==> config.mk <==
export PLATFORM = sky130hd
export DESIGN_NAME = dual_motor_current_pi_pwm
export DESIGN_NICKNAME = d
export VERILOG_FILES = /design/src/rtl/dmcpi_pkg.sv /design/src/rtl/dmcpi_lane.sv /design/src/rtl/dual_motor_current_pi_pwm.sv
export SDC_FILE = /design/constraint.sdc
export NUM_CORES = 2
export LEC_CHECK = 0
export BUFFER_PORTS_ARGS = -buffer_cell sky130_fd_sc_hd__buf_4
export CELL_PAD_IN_SITES_DETAIL_PLACEMENT = 1
export CELL_PAD_IN_SITES_GLOBAL_PLACEMENT = 1
export CORE_MARGIN = 2
export CORE_UTILIZATION = 49
export CTS_CLUSTER_DIAMETER = 30
export DETAILED_ROUTE_END_ITERATION = 8
export HOLD_SLACK_MARGIN = 0.15
export PLACE_DENSITY_LB_ADDON = 0.1
export SETUP_SLACK_MARGIN = 0.4
export SLEW_MARGIN = 20
export SYNTH_ARGS = -nofsm -noshare
export SYNTH_HDL_FRONTEND = slang
export SYNTH_SLANG_ARGS = --single-unit
==> constraint.sdc <==
create_clock -name clock -period 7.5 [get_ports clock]
set_input_delay 1.5 -clock clock [delete_from_list [all_inputs] [get_ports clock]]
set_output_delay 1.5 -clock clock [all_outputs]
set_load 0.01 [all_outputs]
==> src/rtl/dmcpi_pkg.sv <==
// Shared widths, constants and sequencer types of the dual motor current loop.
package dmcpi_pkg;

   localparam int ADC_BITS_DEF = 12;

   localparam int FS_W   = 12;
   localparam int OFS_W  = 12;
   localparam int GAIN_W = 24;
   localparam int COEF_W = 24;
   localparam int PWM_W  = 15;
   localparam int SP_W   = 16;
   localparam int CUR_W  = 16;
   localparam int CMP_W  = 16;
   localparam int ERR_W  = 17;
   localparam int VOLT_W = 32;
   localparam int DIFF_W = 13;
   localparam int MV_Q_W = 12;

   localparam int ACC_W  = 48;
   localparam int MC_W   = 33;
   localparam int MPLR_W = 17;
   localparam int REM_W  = 16;
   localparam int STEP_W = 5;

   localparam int CSR_AW = 3;
   localparam int CSR_DW = 24;

   localparam int V_LIMIT   = 24000 * 65536;
   localparam int V_DUTY    = 19200 * 65536;
   localparam int DUTY_DIVR = 24000;
   localparam int CUR_MAX   = 32767;
   localparam int CUR_MIN   = -32768;
   localparam int TRUNC_W   = 16;

   typedef enum logic [CSR_AW-1:0] {
      CSR_FULL_SCALE,
      CSR_OFFSET_M1,
      CSR_OFFSET_M2,
      CSR_GAIN_M1,
      CSR_GAIN_M2,
      CSR_COEF_NEW,
      CSR_COEF_OLD,
      CSR_PWM_HALF
   } csr_index_type;

   typedef enum logic [3:0] {
      PH_IDLE,
      PH_MV_MUL,
      PH_MV_DIV,
      PH_CUR_MUL,
      PH_CUR_FIX,
      PH_PI_MUL,
      PH_PI_ADD,
      PH_DUTY_MUL,
      PH_DUTY_DIV
   } phase_type;

   typedef struct packed {
      phase_type phase;
      logic      first;
   } seq_type;

endpackage

==> src/rtl/dmcpi_lane.sv <==
// One motor lane: bit-serial current scaling, Tustin PI update and PWM compare.
module dmcpi_lane #(
   parameter int ADC_BITS = dmcpi_pkg::ADC_BITS_DEF
) (
   input  logic                                  clock,
   input  logic                                  reset,
   input  dmcpi_pkg::seq_type                    seq,
   input  logic [ADC_BITS-1:0]                   adc,
   input  logic signed [dmcpi_pkg::SP_W-1:0]     setpoint,
   input  logic [dmcpi_pkg::FS_W-1:0]            full_scale,
   input  logic [dmcpi_pkg::OFS_W-1:0]           offset,
   input  logic [dmcpi_pkg::GAIN_W-1:0]          gain,
   input  logic signed [dmcpi_pkg::COEF_W-1:0]   coef_new,
   input  logic signed [dmcpi_pkg::COEF_W-1:0]   coef_old,
   input  logic signed [dmcpi_pkg::COEF_W:0]     coef_sum,
   input  logic [dmcpi_pkg::PWM_W-1:0]           pwm_half,
   output logic [dmcpi_pkg::CMP_W-1:0]           compare,
   output logic signed [dmcpi_pkg::CUR_W-1:0]    current,
   output logic                                  volt_sat
);
   import dmcpi_pkg::*;

   localparam logic [REM_W-1:0]        ADC_FULL  = REM_W'((1 << ADC_BITS) - 1);
   localparam logic [REM_W-1:0]        DUTY_D    = REM_W'(DUTY_DIVR);
   localparam logic signed [ACC_W-1:0] V_MAX     = ACC_W'(V_LIMIT);
   localparam logic signed [ACC_W-1:0] V_MIN     = -V_MAX;
   localparam logic signed [ACC_W-1:0] C_MAX     = ACC_W'(CUR_MAX);
   localparam logic signed [ACC_W-1:0] C_MIN     = ACC_W'(CUR_MIN);
   localparam logic signed [ACC_W-1:0] T_BIAS    = ACC_W'((1 << TRUNC_W) - 1);
   localparam logic signed [VOLT_W-1:0] D_MAX    = VOLT_W'(V_DUTY);
   localparam logic signed [VOLT_W-1:0] D_MIN    = -D_MAX;
   localparam logic [VOLT_W-1:0]        V_SPAN   = VOLT_W'(V_LIMIT);

   logic signed [ACC_W-1:0]  acc_ff, acc_in;
   logic [MPLR_W-1:0]        mplr_ff, mplr_in;
   logic [MPLR_W-1:0]        mplr2_ff, mplr2_in;
   logic [REM_W-1:0]         rem_ff, rem_in;
   logic [REM_W-1:0]         low_ff, low_in;
   logic [CMP_W-1:0]         quo_ff, quo_in;
   logic signed [CUR_W-1:0]  cur_ff, cur_in;
   logic signed [ERR_W-1:0]  err_ff, err_in;
   logic signed [ERR_W-1:0]  perr_ff, perr_in;
   logic signed [VOLT_W-1:0] pvolt_ff, pvolt_in;
   logic                     sat_ff, sat_in;

   logic [MPLR_W-1:0]        mul_load, mul_load2, cur_mplr, cur_mplr2;
   logic signed [MC_W-1:0]   mc;
   logic                     msigned;
   logic signed [ACC_W-1:0]  addend, base, mul_acc;
   logic [REM_W-1:0]         rem_load, low_load, divisor, cur_rem, cur_low, quo_base;
   logic [REM_W:0]           trial, trial_diff;
   logic                     qbit;
   logic [DIFF_W-1:0]        mv_diff;
   logic signed [VOLT_W-1:0] duty_vc;
   logic [VOLT_W-1:0]        duty_span;
   logic signed [ACC_W-1:0]  rnd, quot, volt_sum, volt_clip;

   assign mv_diff   = {1'b0, quo_ff[MV_Q_W-1:0]} - {1'b0, offset};
   assign duty_vc   = (pvolt_ff > D_MAX) ? D_MAX : ((pvolt_ff < D_MIN) ? D_MIN : pvolt_ff);
   assign duty_span = V_SPAN + $unsigned(duty_vc);

   always_comb begin
      mul_load  = '0;
      mul_load2 = '0;
      mc        = '0;
      msigned   = 1'b0;
      rem_load  = '0;
      low_load  = '0;
      divisor   = '0;
      unique case (seq.phase)
         PH_MV_MUL: begin
            mul_load = {full_scale, {(MPLR_W-FS_W){1'b0}}};
            mc       = MC_W'(adc);
         end
         PH_MV_DIV: begin
            rem_load = REM_W'(acc_ff[ADC_BITS+MV_Q_W-1:MV_Q_W]);
            low_load = {acc_ff[MV_Q_W-1:0], {(REM_W-MV_Q_W){1'b0}}};
            divisor  = ADC_FULL;
         end
         PH_CUR_MUL: begin
            mul_load = {mv_diff, {(MPLR_W-DIFF_W){1'b0}}};
            mc       = MC_W'(gain);
            msigned  = 1'b1;
         end
         PH_PI_MUL: begin
            mul_load  = err_ff;
            mul_load2 = perr_ff;
            msigned   = 1'b1;
         end
         PH_DUTY_MUL: begin
            mul_load = {pwm_half, {(MPLR_W-PWM_W){1'b0}}};
            mc       = MC_W'(duty_span);
         end
         PH_DUTY_DIV: begin
            rem_load = acc_ff[2*REM_W+REM_W-1:2*REM_W];
            low_load = acc_ff[2*REM_W-1:REM_W];
            divisor  = DUTY_D;
         end
         default: ;
      endcase
   end

   assign cur_mplr  = seq.first ? mul_load : mplr_ff;
   assign cur_mplr2 = seq.first ? mul_load2 : mplr2_ff;

   always_comb begin
      if (seq.phase == PH_PI_MUL) begin
         case ({cur_mplr[MPLR_W-1], cur_mplr2[MPLR_W-1]})
            2'b10:   addend = ACC_W'(coef_new);
            2'b01:   addend = ACC_W'(coef_old);
            2'b11:   addend = ACC_W'(coef_sum);
            default: addend = '0;
         endcase
      end else begin
         addend = cur_mplr[MPLR_W-1] ? ACC_W'(mc) : '0;
      end
   end

   assign base    = seq.first ? '0 : (acc_ff <<< 1);
   assign mul_acc = (msigned && seq.first) ? (base - addend) : (base + addend);

   assign cur_rem    = seq.first ? rem_load : rem_ff;
   assign cur_low    = seq.first ? low_load : low_ff;
   assign quo_base   = seq.first ? '0 : quo_ff;
   assign trial      = {cur_rem, cur_low[REM_W-1]};
   assign trial_diff = trial - {1'b0, divisor};
   assign qbit       = ~trial_diff[REM_W];

   assign rnd       = acc_ff + (acc_ff[ACC_W-1] ? T_BIAS : '0);
   assign quot      = rnd >>> TRUNC_W;
   assign volt_sum  = acc_ff + ACC_W'(pvolt_ff);
   assign volt_clip = (volt_sum > V_MAX) ? V_MAX : ((volt_sum < V_MIN) ? V_MIN : volt_sum);

   always_comb begin
      acc_in   = acc_ff;
      mplr_in  = mplr_ff;
      mplr2_in = mplr2_ff;
      rem_in   = rem_ff;
      low_in   = low_ff;
      quo_in   = quo_ff;
      cur_in   = cur_ff;
      err_in   = err_ff;
      perr_in  = perr_ff;
      pvolt_in = pvolt_ff;
      sat_in   = sat_ff;
      unique case (seq.phase)
         PH_MV_MUL, PH_CUR_MUL, PH_PI_MUL, PH_DUTY_MUL: begin
            acc_in   = mul_acc;
            mplr_in  = cur_mplr << 1;
            mplr2_in = cur_mplr2 << 1;
         end
         PH_MV_DIV, PH_DUTY_DIV: begin
            rem_in = qbit ? trial_diff[REM_W-1:0] : trial[REM_W-1:0];
            low_in = cur_low << 1;
            quo_in = {quo_base[CMP_W-2:0], qbit};
         end
         PH_CUR_FIX: begin
            if (quot > C_MAX) begin
               cur_in = CUR_W'(CUR_MAX);
            end else if (quot < C_MIN) begin
               cur_in = CUR_W'(CUR_MIN);
            end else begin
               cur_in = quot[CUR_W-1:0];
            end
            err_in = {setpoint[SP_W-1], setpoint} - {cur_in[CUR_W-1], cur_in};
         end
         PH_PI_ADD: begin
            sat_in   = (volt_sum > V_MAX) || (volt_sum < V_MIN);
            pvolt_in = volt_clip[VOLT_W-1:0];
            perr_in  = err_ff;
         end
         default: ;
      endcase
   end

   always_ff @(posedge clock) begin
      if (reset) begin
         perr_ff  <= '0;
         pvolt_ff <= '0;
      end else begin
         perr_ff  <= perr_in;
         pvolt_ff <= pvolt_in;
      end
   end

   always_ff @(posedge clock) begin
      acc_ff   <= acc_in;
      mplr_ff  <= mplr_in;
      mplr2_ff <= mplr2_in;
      rem_ff   <= rem_in;
      low_ff   <= low_in;
      quo_ff   <= quo_in;
      cur_ff   <= cur_in;
      err_ff   <= err_in;
      sat_ff   <= sat_in;
   end

   assign compare  = quo_ff;
   assign current  = cur_ff;
   assign volt_sat = sat_ff;

endmodule

==> src/rtl/dual_motor_current_pi_pwm.sv <==
// Top level of the dual motor current loop: registers, sequencer, lanes and result register.
// Each request carries one ADC sample and one setpoint per motor; both motors run side by
// side in two identical bit-serial lanes that share one sequencer. A request is taken, then
// arithmetic follows in phases (sample multiply, divide by the ADC full code, gain multiply,
// current truncate, PI multiply, PI sum, duty multiply, divide), one radix-2 step per cycle
// in each lane's shift-add multiplier and restoring divider, and the result then moves into
// the output register once that register is free. The next request is taken the cycle after
// that, so a new request waits until the previous one is through, while the previous result
// may still wait in the output register. req_stall is high while a request is in work.
module dual_motor_current_pi_pwm #(
   parameter int ADC_BITS = dmcpi_pkg::ADC_BITS_DEF
) (
   input  logic                                 clock,
   input  logic                                 reset,
   input  logic                                 req_valid,
   output logic                                 req_stall,
   input  logic [ADC_BITS-1:0]                  req_adc_m1,
   input  logic [ADC_BITS-1:0]                  req_adc_m2,
   input  logic signed [dmcpi_pkg::SP_W-1:0]    req_setpoint_m1,
   input  logic signed [dmcpi_pkg::SP_W-1:0]    req_setpoint_m2,
   output logic                                 rsp_valid,
   input  logic                                 rsp_stall,
   output logic [dmcpi_pkg::CMP_W-1:0]          rsp_compare_m1,
   output logic [dmcpi_pkg::CMP_W-1:0]          rsp_compare_m2,
   output logic signed [dmcpi_pkg::CUR_W-1:0]   rsp_current_m1,
   output logic signed [dmcpi_pkg::CUR_W-1:0]   rsp_current_m2,
   output logic                                 rsp_volt_sat_m1,
   output logic                                 rsp_volt_sat_m2,
   input  logic                                 csr_wr_en,
   input  logic [dmcpi_pkg::CSR_AW-1:0]         csr_index,
   input  logic [dmcpi_pkg::CSR_DW-1:0]         csr_wr_data
);
   import dmcpi_pkg::*;

   typedef enum logic [1:0] {
      ST_IDLE,
      ST_RUN,
      ST_HOLD
   } state_type;

   function automatic logic [STEP_W-1:0] last_step(phase_type ph);
      logic [STEP_W-1:0] n;
      unique case (ph)
         PH_MV_MUL:   n = STEP_W'(FS_W - 1);
         PH_MV_DIV:   n = STEP_W'(MV_Q_W - 1);
         PH_CUR_MUL:  n = STEP_W'(DIFF_W - 1);
         PH_PI_MUL:   n = STEP_W'(ERR_W - 1);
         PH_DUTY_MUL: n = STEP_W'(PWM_W - 1);
         PH_DUTY_DIV: n = STEP_W'(CMP_W - 1);
         default:     n = '0;
      endcase
      return n;
   endfunction

   function automatic phase_type next_phase(phase_type ph);
      phase_type n;
      unique case (ph)
         PH_MV_MUL:   n = PH_MV_DIV;
         PH_MV_DIV:   n = PH_CUR_MUL;
         PH_CUR_MUL:  n = PH_CUR_FIX;
         PH_CUR_FIX:  n = PH_PI_MUL;
         PH_PI_MUL:   n = PH_PI_ADD;
         PH_PI_ADD:   n = PH_DUTY_MUL;
         PH_DUTY_MUL: n = PH_DUTY_DIV;
         default:     n = PH_IDLE;
      endcase
      return n;
   endfunction

   logic [FS_W-1:0]          full_scale_ff;
   logic [OFS_W-1:0]         offset_m1_ff, offset_m2_ff;
   logic [GAIN_W-1:0]        gain_m1_ff, gain_m2_ff;
   logic signed [COEF_W-1:0] coef_new_ff, coef_old_ff;
   logic signed [COEF_W:0]   coef_sum_ff;
   logic [PWM_W-1:0]         pwm_half_ff;

   state_type                state_ff, state_in;
   phase_type                phase_ff, phase_in;
   logic [STEP_W-1:0]        step_ff, step_in;
   logic [ADC_BITS-1:0]      adc_m1_ff, adc_m1_in, adc_m2_ff, adc_m2_in;
   logic signed [SP_W-1:0]   sp_m1_ff, sp_m1_in, sp_m2_ff, sp_m2_in;
   logic                     rsp_valid_ff, rsp_valid_in;
   logic [CMP_W-1:0]         cmp_m1_ff, cmp_m1_in, cmp_m2_ff, cmp_m2_in;
   logic signed [CUR_W-1:0]  cur_m1_ff, cur_m1_in, cur_m2_ff, cur_m2_in;
   logic                     sat_m1_ff, sat_m1_in, sat_m2_ff, sat_m2_in;

   seq_type                  seq;
   logic                     out_free;
   logic [CMP_W-1:0]         lane_cmp_m1, lane_cmp_m2;
   logic signed [CUR_W-1:0]  lane_cur_m1, lane_cur_m2;
   logic                     lane_sat_m1, lane_sat_m2;

   always_ff @(posedge clock) begin
      if (reset) begin
         full_scale_ff <= FS_W'(3000);
         offset_m1_ff  <= OFS_W'(1250);
         offset_m2_ff  <= OFS_W'(1250);
         gain_m1_ff    <= GAIN_W'(65536);
         gain_m2_ff    <= GAIN_W'(65536);
         coef_new_ff   <= COEF_W'(65536);
         coef_old_ff   <= COEF_W'(-65536);
         pwm_half_ff   <= PWM_W'(1800);
      end else if (csr_wr_en) begin
         unique case (csr_index_type'(csr_index))
            CSR_FULL_SCALE: full_scale_ff <= csr_wr_data[FS_W-1:0];
            CSR_OFFSET_M1:  offset_m1_ff  <= csr_wr_data[OFS_W-1:0];
            CSR_OFFSET_M2:  offset_m2_ff  <= csr_wr_data[OFS_W-1:0];
            CSR_GAIN_M1:    gain_m1_ff    <= csr_wr_data[GAIN_W-1:0];
            CSR_GAIN_M2:    gain_m2_ff    <= csr_wr_data[GAIN_W-1:0];
            CSR_COEF_NEW:   coef_new_ff   <= csr_wr_data[COEF_W-1:0];
            CSR_COEF_OLD:   coef_old_ff   <= csr_wr_data[COEF_W-1:0];
            CSR_PWM_HALF:   pwm_half_ff   <= csr_wr_data[PWM_W-1:0];
            default: ;
         endcase
      end
   end

   always_ff @(posedge clock) begin
      coef_sum_ff <= (COEF_W+1)'(coef_new_ff) + (COEF_W+1)'(coef_old_ff);
   end

   assign out_free  = ~rsp_valid_ff | ~rsp_stall;
   assign seq.phase = phase_ff;
   assign seq.first = (step_ff == '0);

   always_comb begin
      state_in     = state_ff;
      phase_in     = phase_ff;
      step_in      = step_ff;
      adc_m1_in    = adc_m1_ff;
      adc_m2_in    = adc_m2_ff;
      sp_m1_in     = sp_m1_ff;
      sp_m2_in     = sp_m2_ff;
      rsp_valid_in = rsp_valid_ff & rsp_stall;
      cmp_m1_in    = cmp_m1_ff;
      cmp_m2_in    = cmp_m2_ff;
      cur_m1_in    = cur_m1_ff;
      cur_m2_in    = cur_m2_ff;
      sat_m1_in    = sat_m1_ff;
      sat_m2_in    = sat_m2_ff;
      unique case (state_ff)
         ST_IDLE: begin
            if (req_valid) begin
               state_in  = ST_RUN;
               phase_in  = PH_MV_MUL;
               step_in   = '0;
               adc_m1_in = req_adc_m1;
               adc_m2_in = req_adc_m2;
               sp_m1_in  = req_setpoint_m1;
               sp_m2_in  = req_setpoint_m2;
            end
         end
         ST_RUN: begin
            if (step_ff == last_step(phase_ff)) begin
               step_in = '0;
               if (phase_ff == PH_DUTY_DIV) begin
                  phase_in = PH_IDLE;
                  state_in = ST_HOLD;
               end else begin
                  phase_in = next_phase(phase_ff);
               end
            end else begin
               step_in = step_ff + STEP_W'(1);
            end
         end
         ST_HOLD: begin
            if (out_free) begin
               state_in     = ST_IDLE;
               rsp_valid_in = 1'b1;
               cmp_m1_in    = lane_cmp_m1;
               cmp_m2_in    = lane_cmp_m2;
               cur_m1_in    = lane_cur_m1;
               cur_m2_in    = lane_cur_m2;
               sat_m1_in    = lane_sat_m1;
               sat_m2_in    = lane_sat_m2;
            end
         end
         default: ;
      endcase
   end

   always_ff @(posedge clock) begin
      if (reset) begin
         state_ff     <= ST_IDLE;
         phase_ff     <= PH_IDLE;
         step_ff      <= '0;
         rsp_valid_ff <= 1'b0;
      end else begin
         state_ff     <= state_in;
         phase_ff     <= phase_in;
         step_ff      <= step_in;
         rsp_valid_ff <= rsp_valid_in;
      end
      adc_m1_ff <= adc_m1_in;
      adc_m2_ff <= adc_m2_in;
      sp_m1_ff  <= sp_m1_in;
      sp_m2_ff  <= sp_m2_in;
      cmp_m1_ff <= cmp_m1_in;
      cmp_m2_ff <= cmp_m2_in;
      cur_m1_ff <= cur_m1_in;
      cur_m2_ff <= cur_m2_in;
      sat_m1_ff <= sat_m1_in;
      sat_m2_ff <= sat_m2_in;
   end

   dmcpi_lane #(
      .ADC_BITS(ADC_BITS)
   ) u_lane_m1 (
      .clock      (clock),
      .reset      (reset),
      .seq        (seq),
      .adc        (adc_m1_ff),
      .setpoint   (sp_m1_ff),
      .full_scale (full_scale_ff),
      .offset     (offset_m1_ff),
      .gain       (gain_m1_ff),
      .coef_new   (coef_new_ff),
      .coef_old   (coef_old_ff),
      .coef_sum   (coef_sum_ff),
      .pwm_half   (pwm_half_ff),
      .compare    (lane_cmp_m1),
      .current    (lane_cur_m1),
      .volt_sat   (lane_sat_m1)
   );

   dmcpi_lane #(
      .ADC_BITS(ADC_BITS)
   ) u_lane_m2 (
      .clock      (clock),
      .reset      (reset),
      .seq        (seq),
      .adc        (adc_m2_ff),
      .setpoint   (sp_m2_ff),
      .full_scale (full_scale_ff),
      .offset     (offset_m2_ff),
      .gain       (gain_m2_ff),
      .coef_new   (coef_new_ff),
      .coef_old   (coef_old_ff),
      .coef_sum   (coef_sum_ff),
      .pwm_half   (pwm_half_ff),
      .compare    (lane_cmp_m2),
      .current    (lane_cur_m2),
      .volt_sat   (lane_sat_m2)
   );

   assign req_stall       = (state_ff != ST_IDLE);
   assign rsp_valid       = rsp_valid_ff;
   assign rsp_compare_m1  = cmp_m1_ff;
   assign rsp_compare_m2  = cmp_m2_ff;
   assign rsp_current_m1  = cur_m1_ff;
   assign rsp_current_m2  = cur_m2_ff;
   assign rsp_volt_sat_m1 = sat_m1_ff;
   assign rsp_volt_sat_m2 = sat_m2_ff;

endmodule

Word level (Yosys, flattened, before mapping)
Cells that the tools add are included.

operators by class
  add/subtract/negate cells = 18
  $lt $le $gt $ge = 12
  equal/unequal tests = 28
  mux-type cells = 65
  bitwise logic cells = 6
  reduce and logical (&&, ||, !) cells = 27

operators with widths
  cell                      count
  $mux W32                  10
  $mux W48                  6
  $pmux W48 S3              2
  $mux W16                  14
  $pmux W32 S3              2
  $pmux W17 S4              2
  $pmux W16 S2              4
  $mux W17                  6
  $add A48 B16 Y48          2
  $add A48 B32 Y48          2
  $add A48 B48 Y48          2
  $gt A48 B32 Y1 const B    2
  $lt A48 B32 Y1 const B    2
  $sub A48 B48 Y48          2
  $add A31 B32 Y32 const A  2
  $gt A32 B16 Y1 const B    2
  $gt A32 B32 Y1 const B    2
  $lt A32 B16 Y1 const B    2
  $lt A32 B32 Y1 const B    2
  $sub A16 B16 Y17          2
  $sub A17 B15 Y17          2
  $pmux W15 S2              1
  $pmux W4 S7               1
  $sub A12 B12 Y13          2
  other kinds (36)          80

storage, ports and cells
  register bits = 726
  bits of input ports = 88
  output and inout bits = 68
  word-level logic and storage cells = 209

Depth between registers and ports, before layout
  depth in word-level cells = 9
  mapped depth = 35
  gate-level depth less buffers = 33

Hierarchy
Synthesis repeated with hierarchy kept, for this count alone.

unflattened totals
  cells, all modules = 5865
  area total of the unflattened synthesis = 51294.2 um2

modules (own cells, without submodules)
  module                     instances  cells each  area an instance (um2)  seq. area each (um2)
  dmcpi_lane (u_lane_m2)     1          2417        20151.8                 5815.6
  dmcpi_lane (u_lane_m1)     1          2369        19583.8                 5815.6
  dual_motor_current_pi_pwm  1          1079        11558.6                 7347.0

Worst setup path before layout
Ideal clock, no wire load.

  kind = input -> register
  start point = input port rsp_stall
  end point = register cmp_m1_ff[0] (netlist: rsp_compare_m1[0]), enable pin
  library setup time = 591 ps
  arrival = 6284 ps
  data required time = 6909 ps
  slack = 625 ps
  cell stages on the path = 1
  buffers on the path = 0
  path through = a21boi_0

on the way
  cells in the longest elaborated chain, start to end = 3

ends and longest elaborated chain
  item                                line                              text
  start: declaration                  dual_motor_current_pi_pwm.sv:22   input logic rsp_stall,
  $not A1 Y1                          dual_motor_current_pi_pwm.sv:122  assign out_free = ~rsp_valid_ff | ~rsp_stall;
  $or A1 B1 Y1                        dual_motor_current_pi_pwm.sv:122
  $reduce_and A2 Y1 (no source line)  n/a
  end signal: assignment              dual_motor_current_pi_pwm.sv:198  cmp_m1_ff <= cmp_m1_in;
  end: declaration                    dual_motor_current_pi_pwm.sv:83   logic [CMP_W-1:0] cmp_m1_ff, cmp_m1_in, cmp_m2_ff, cmp_m2_in;

No other way between the ends.
A chain may end at the register's enable or synchronous reset.

Worst setup path in the final report
  start point = register u_lane_m1.quo_ff[0] (netlist: u_lane_m1.compare[0])
  end point = register u_lane_m1.acc_ff[46] (data pin)

on the way
  cells in the longest elaborated chain, start to end = 8
  elaborated cells between the ends (all ways) = 12
  classes of those cells = 3 x add/sub; 3 x eq/ne; 6 x mux

ends and longest elaborated chain
  item                                                  line               text
  start: declaration                                    dmcpi_lane.sv:39   logic [CMP_W-1:0] quo_ff, quo_in;
  start signal: assignment                              dmcpi_lane.sv:192  quo_ff <= quo_in;
  $sub A12 B12 Y13 (*)                                  dmcpi_lane.sv:58   assign mv_diff = {1'b0, quo_ff[MV_Q_W-1:0]} - {1'b0, offset};
  $pmux W17 S4 (*)                                      dmcpi_lane.sv:70   unique case (seq.phase)
  $mux W17 (*)                                          dmcpi_lane.sv:103  assign cur_mplr = seq.first ? mul_load : mplr_ff;
  $eq A2 B2 Y1 or $eq A2 B1 Y1 (tied branches)          dmcpi_lane.sv:108  case ({cur_mplr[MPLR_W-1], cur_mplr2[MPLR_W-1]})
  $pmux W48 S3                                          dmcpi_lane.sv:108
  $mux W48 (*)                                          dmcpi_lane.sv:107  if (seq.phase == PH_PI_MUL) begin
  $add A48 B48 Y48 or $sub A48 B48 Y48 (tied branches)  dmcpi_lane.sv:120  assign mul_acc = (msigned && seq.first) ? (base - addend) : (base + addend);
  $mux W48 (*)                                          dmcpi_lane.sv:120
  via u_lane_m1.mul_acc[46]                             dmcpi_lane.sv:49   logic signed [ACC_W-1:0] addend, base, mul_acc;
  end signal: assignment                                dmcpi_lane.sv:187  acc_ff <= acc_in;
  end: declaration                                      dmcpi_lane.sv:34   logic signed [ACC_W-1:0] acc_ff, acc_in;

The timed path passes the listed nets; every way through them passes the cells marked *.

==> flow_summary.yaml <==
status:
  outcome: "finished, final reports clean"
global_routing:
  grt-ovfl-total: 0
  grt_pass1_vias: 50238
  antenna_found_initial: 13
  track_usage_pct: 40.1
  grt_first_pass_wirelength_um: 318000
  grt_max_degree: 89
power:
  power_density_nw_per_um2: 530
  ir_drop_mv: 0.590
  p_leak_nw: 24.7
worst_setup_path:
  worst-r2r-cell-count: 30
  slowest_stage: "edfxtp_1"
  critical_path_class: "flip-flop to flip-flop"
  worstPathRequired_ps: 7990
  end_kind: "flip-flop"
  critPathArrivalTime_ps: 7510
  r2r_slack_ps: 480
  reg2reg_to: "u_lane_m1.acc_ff[46]"
  startpoint_type: "flip-flop"
  r2r-start: "u_lane_m1.compare[0]"
  critical_path.max_fanout: 6
  critical-path-max-stage-delay_ps: 430
timing:
  fin_crit_sh_pct: 93.5
  max_freq_mhz: 143
  final_hold_viol_count: 0
  worst_pin_slew_ps: 1140
  setup_viol: 0
  relSlewSlack_pct: 23.3
  rsz0062_at_grt: "yes"
  tns_ps: 0
  slew_viol_final: 0
  skew_ps: 81.8
  fin_crit_ps: 7020
place:
  gp_congestion: 0.994
  placed_cells_incl_taps: 7192
  io_buffers: 155
  place_hpwl_um: 151000
synthesis:
  synth_cells: 5729
  synth-edff-count: 444
  synth_cell_type_count: 103
  syn-num-nets: 6166
  synth_top_flop_cell: "edfxtp_1"
  synth_top_area_cell: "edfxtp_1"
  synth_area_per_cell_sq_um: 8.73
  ys_seq_area_share_pct: 37.9
  ys_seq_elements: 726
  netlist.area_leader.share_pct: 26.7
  ys_warn_count: 0
  ys_top_cells_by_area: "edfxtp_1, dfxtp_1, ha_1, nand2_1, a21oi_1"
  synthArstFlopShare_pct: 0
  synth_area_sq_um: 50000
drt:
  drtIter0Drc: 4974
  drcViolationCount: 0
  via_count: 49693
  met1_length_um: 88000
  met3_length_um: 15200
  met2_wirelength_um: 100000
  wire_per_inst_um: 28.7
  top_layer_used: "met5"
  postRouteAntennaNets: 0
  vias_per_cell: 6.53
  drt_pass1_iterations: 8
  drt-total-wl_um: 219000
final_layout:
  area_growth_pct: 23.3
  fillers: 11416
  fin_cells: 7607
  drive_gt1_share_pct: 16.0
  fin_nets: 6506
  fin_util_pct: 60.8
worst_hold_path:
  hp-start: "u_lane_m2.current[14]"
  hold_class: "flip-flop to flip-flop"
  min_path_cells: 0
  holdPathEnd: "rsp_current_m2[14]"
floorplan:
  ios: 156
  rows: 117
  die_w_um: 324
  start_util_pct: 49.3
  dieHeight_um: 324
  core_sq_um: 101000
  dieArea_sq_um: 105000
clocking:
  root_buffer: "clkbuf_16"
  clock_latency_ps: 820
  cts_buffers: 184
  cts_num_sinks: 726
  ctsHoldBuffers: 0
  cts_tree: "yes"
  cts.clk_slew.worst_paths_ps: 50
  htree_levels: 4
  cts_buffer_depth: 3
flow_run:
  cap_viol_max_count: 0
-- critical path: cells and delay by family, from the launching register on --
| kind | cells | cell delay [ps] |
|---|---|---|
| AO/OA/AOI/OAI | 17 | 3680 |
| XOR/XNOR | 2 | 290 |
| adder cells (fa/ha/maj) | 3 | 980 |
| buffers and inverters | 2 | 180 |
| flip-flops | 1 | 430 |
| AND/OR/NAND/NOR | 6 | 1150 |
-- sequential cells by signal, indices dropped and copies added (netlist names), 17 cells and up --
name / flops
u_lane_m1.perr_ff: 17
u_lane_m2.err_ff: 17
u_lane_m2.acc_ff: 48
coef_new_ff: 24
u_lane_m2.pvolt_ff: 32
u_lane_m1.acc_ff: 48
u_lane_m2.perr_ff: 17
u_lane_m1.err_ff: 17
coef_sum_ff: 25
gain_m1_ff: 24
coef_old_ff: 24
u_lane_m1.pvolt_ff: 32
gain_m2_ff: 24
-- what timing repair did --
item	4_1_cts	5_1_grt
pin swaps	16	61
setup buffers	13	45
gates cloned	0	1
endpoints found under the setup margin	42	55
resized for setup	85	145
-- synthesized netlist by cell type (64+ instances only) --
| cell type | instances |
|---|---|
| nor2_1 | 499 |
| a22o_1 | 79 |
| o21ai_0 | 326 |
| dfxtp_1 | 282 |
| and2_1 | 143 |
| ha_1 | 338 |
| nand4_1 | 73 |
| a21oi_1 | 490 |
| xnor2_1 | 214 |
| a221oi_1 | 70 |
| o21a_1 | 79 |
| clkbuf_1 | 231 |
| nand2_1 | 766 |
| xor2_1 | 116 |
| edfxtp_1 | 444 |
| nor3_1 | 99 |
| a21o_1 | 145 |
| nor2b_1 | 64 |
| inv_1 | 208 |
| nand3_1 | 85 |
-- per-stage QoR --
step | total power, W | cell area, sq um | hold slack [ps] | worst slack, ps
global placement | 0.0219 | 53600 | 402 | -329
global route | 0.0342 | 61700 | 434 | 274
CTS | 0.0314 | 60700 | 413 | 396
detailed placement | 0.0223 | 53600 | 406 | -425
floorplan | 0.0172 | 50000 | 400 | 625
finish | 0.0327 | 61700 | 419 | 484
-- layout make-up --
type | count | area, sq um | area share (%)
antenna | 6 | 15.0 | 0.0243
clock buffer | 215 | 4920 | 7.97
inverter | 208 | 788 | 1.28
sequential | 726 | 19000 | 30.8
clock inverter | 135 | 1710 | 2.77
multi-input combinational | 4505 | 30100 | 48.8
tap | 1368 | 1710 | 2.78
timing repair buffer | 444 | 3450 | 5.59
-- layout by cell type (no fill, tap or decap), types with 35 or more instances in the layout --
master	count
nand2_1	760
nor2_1	490
a21oi_1	475
edfxtp_1	444
buf_4	425
ha_1	330
o21ai_0	292
dfxtp_1	281
xnor2_1	212
inv_1	201
clkbuf_16	191
a21o_1	145
and2_1	138
xor2_1	116
nand3_1	83
nor3_1	82
a22o_1	79
o21a_1	78
nand4_1	73
a221oi_1	67
nor2b_1	63
mux2i_1	52
o31ai_1	50
o21bai_1	43
a31oi_1	40
a21boi_0	38
and3_1	37
nor4_1	36
a22oi_1	36
or3_1	35
nand2b_1	35
-- kinds of logic after synthesis --
logic type	Yosys count	share of synthesized area (%)
buf+inv	498	3.90
compound gates	1744	23.1
simple gates	2007	18.8
xor+xnor	330	5.78
mux	75	1.55
flops	726	37.9
fa+ha+maj	349	8.90
-- layer usage --
| metal | global-route usage (%) | vias up |
|---|---|---|
| li1 | - | 21831 |
| met1 | 49.5 | 24787 |
| met2 | 64.8 | 2339 |
| met3 | 7.27 | 732 |
| met4 | 25.2 | 4 |
| met5 | 0 | - |
-- worst max path at each step --
stage | from | to | cells past startpoint
global placement | u_lane_m2.acc_ff[47] | u_lane_m2.err_ff[14] | 29
floorplan | rsp_stall | rsp_compare_m1[0] | 1
global route | u_lane_m1.compare[0] | u_lane_m1.acc_ff[46] | 33
finish | u_lane_m1.compare[0] | u_lane_m1.acc_ff[46] | 30
CTS | u_lane_m1.compare[0] | u_lane_m1.acc_ff[47] | 35
detailed placement | u_lane_m2.acc_ff[47] | u_lane_m2.err_ff[16] | 30
-- power by group --
part	switching, W	leakage (nW)	internal (W)	total [W]
logic	0.0108	15.1	0.00669	0.0175
registers	0.000821	6.39	0.00584	0.00666
clock network	0.00285	3.17	0.00563	0.00848
(Power assumes the default switching activity.)
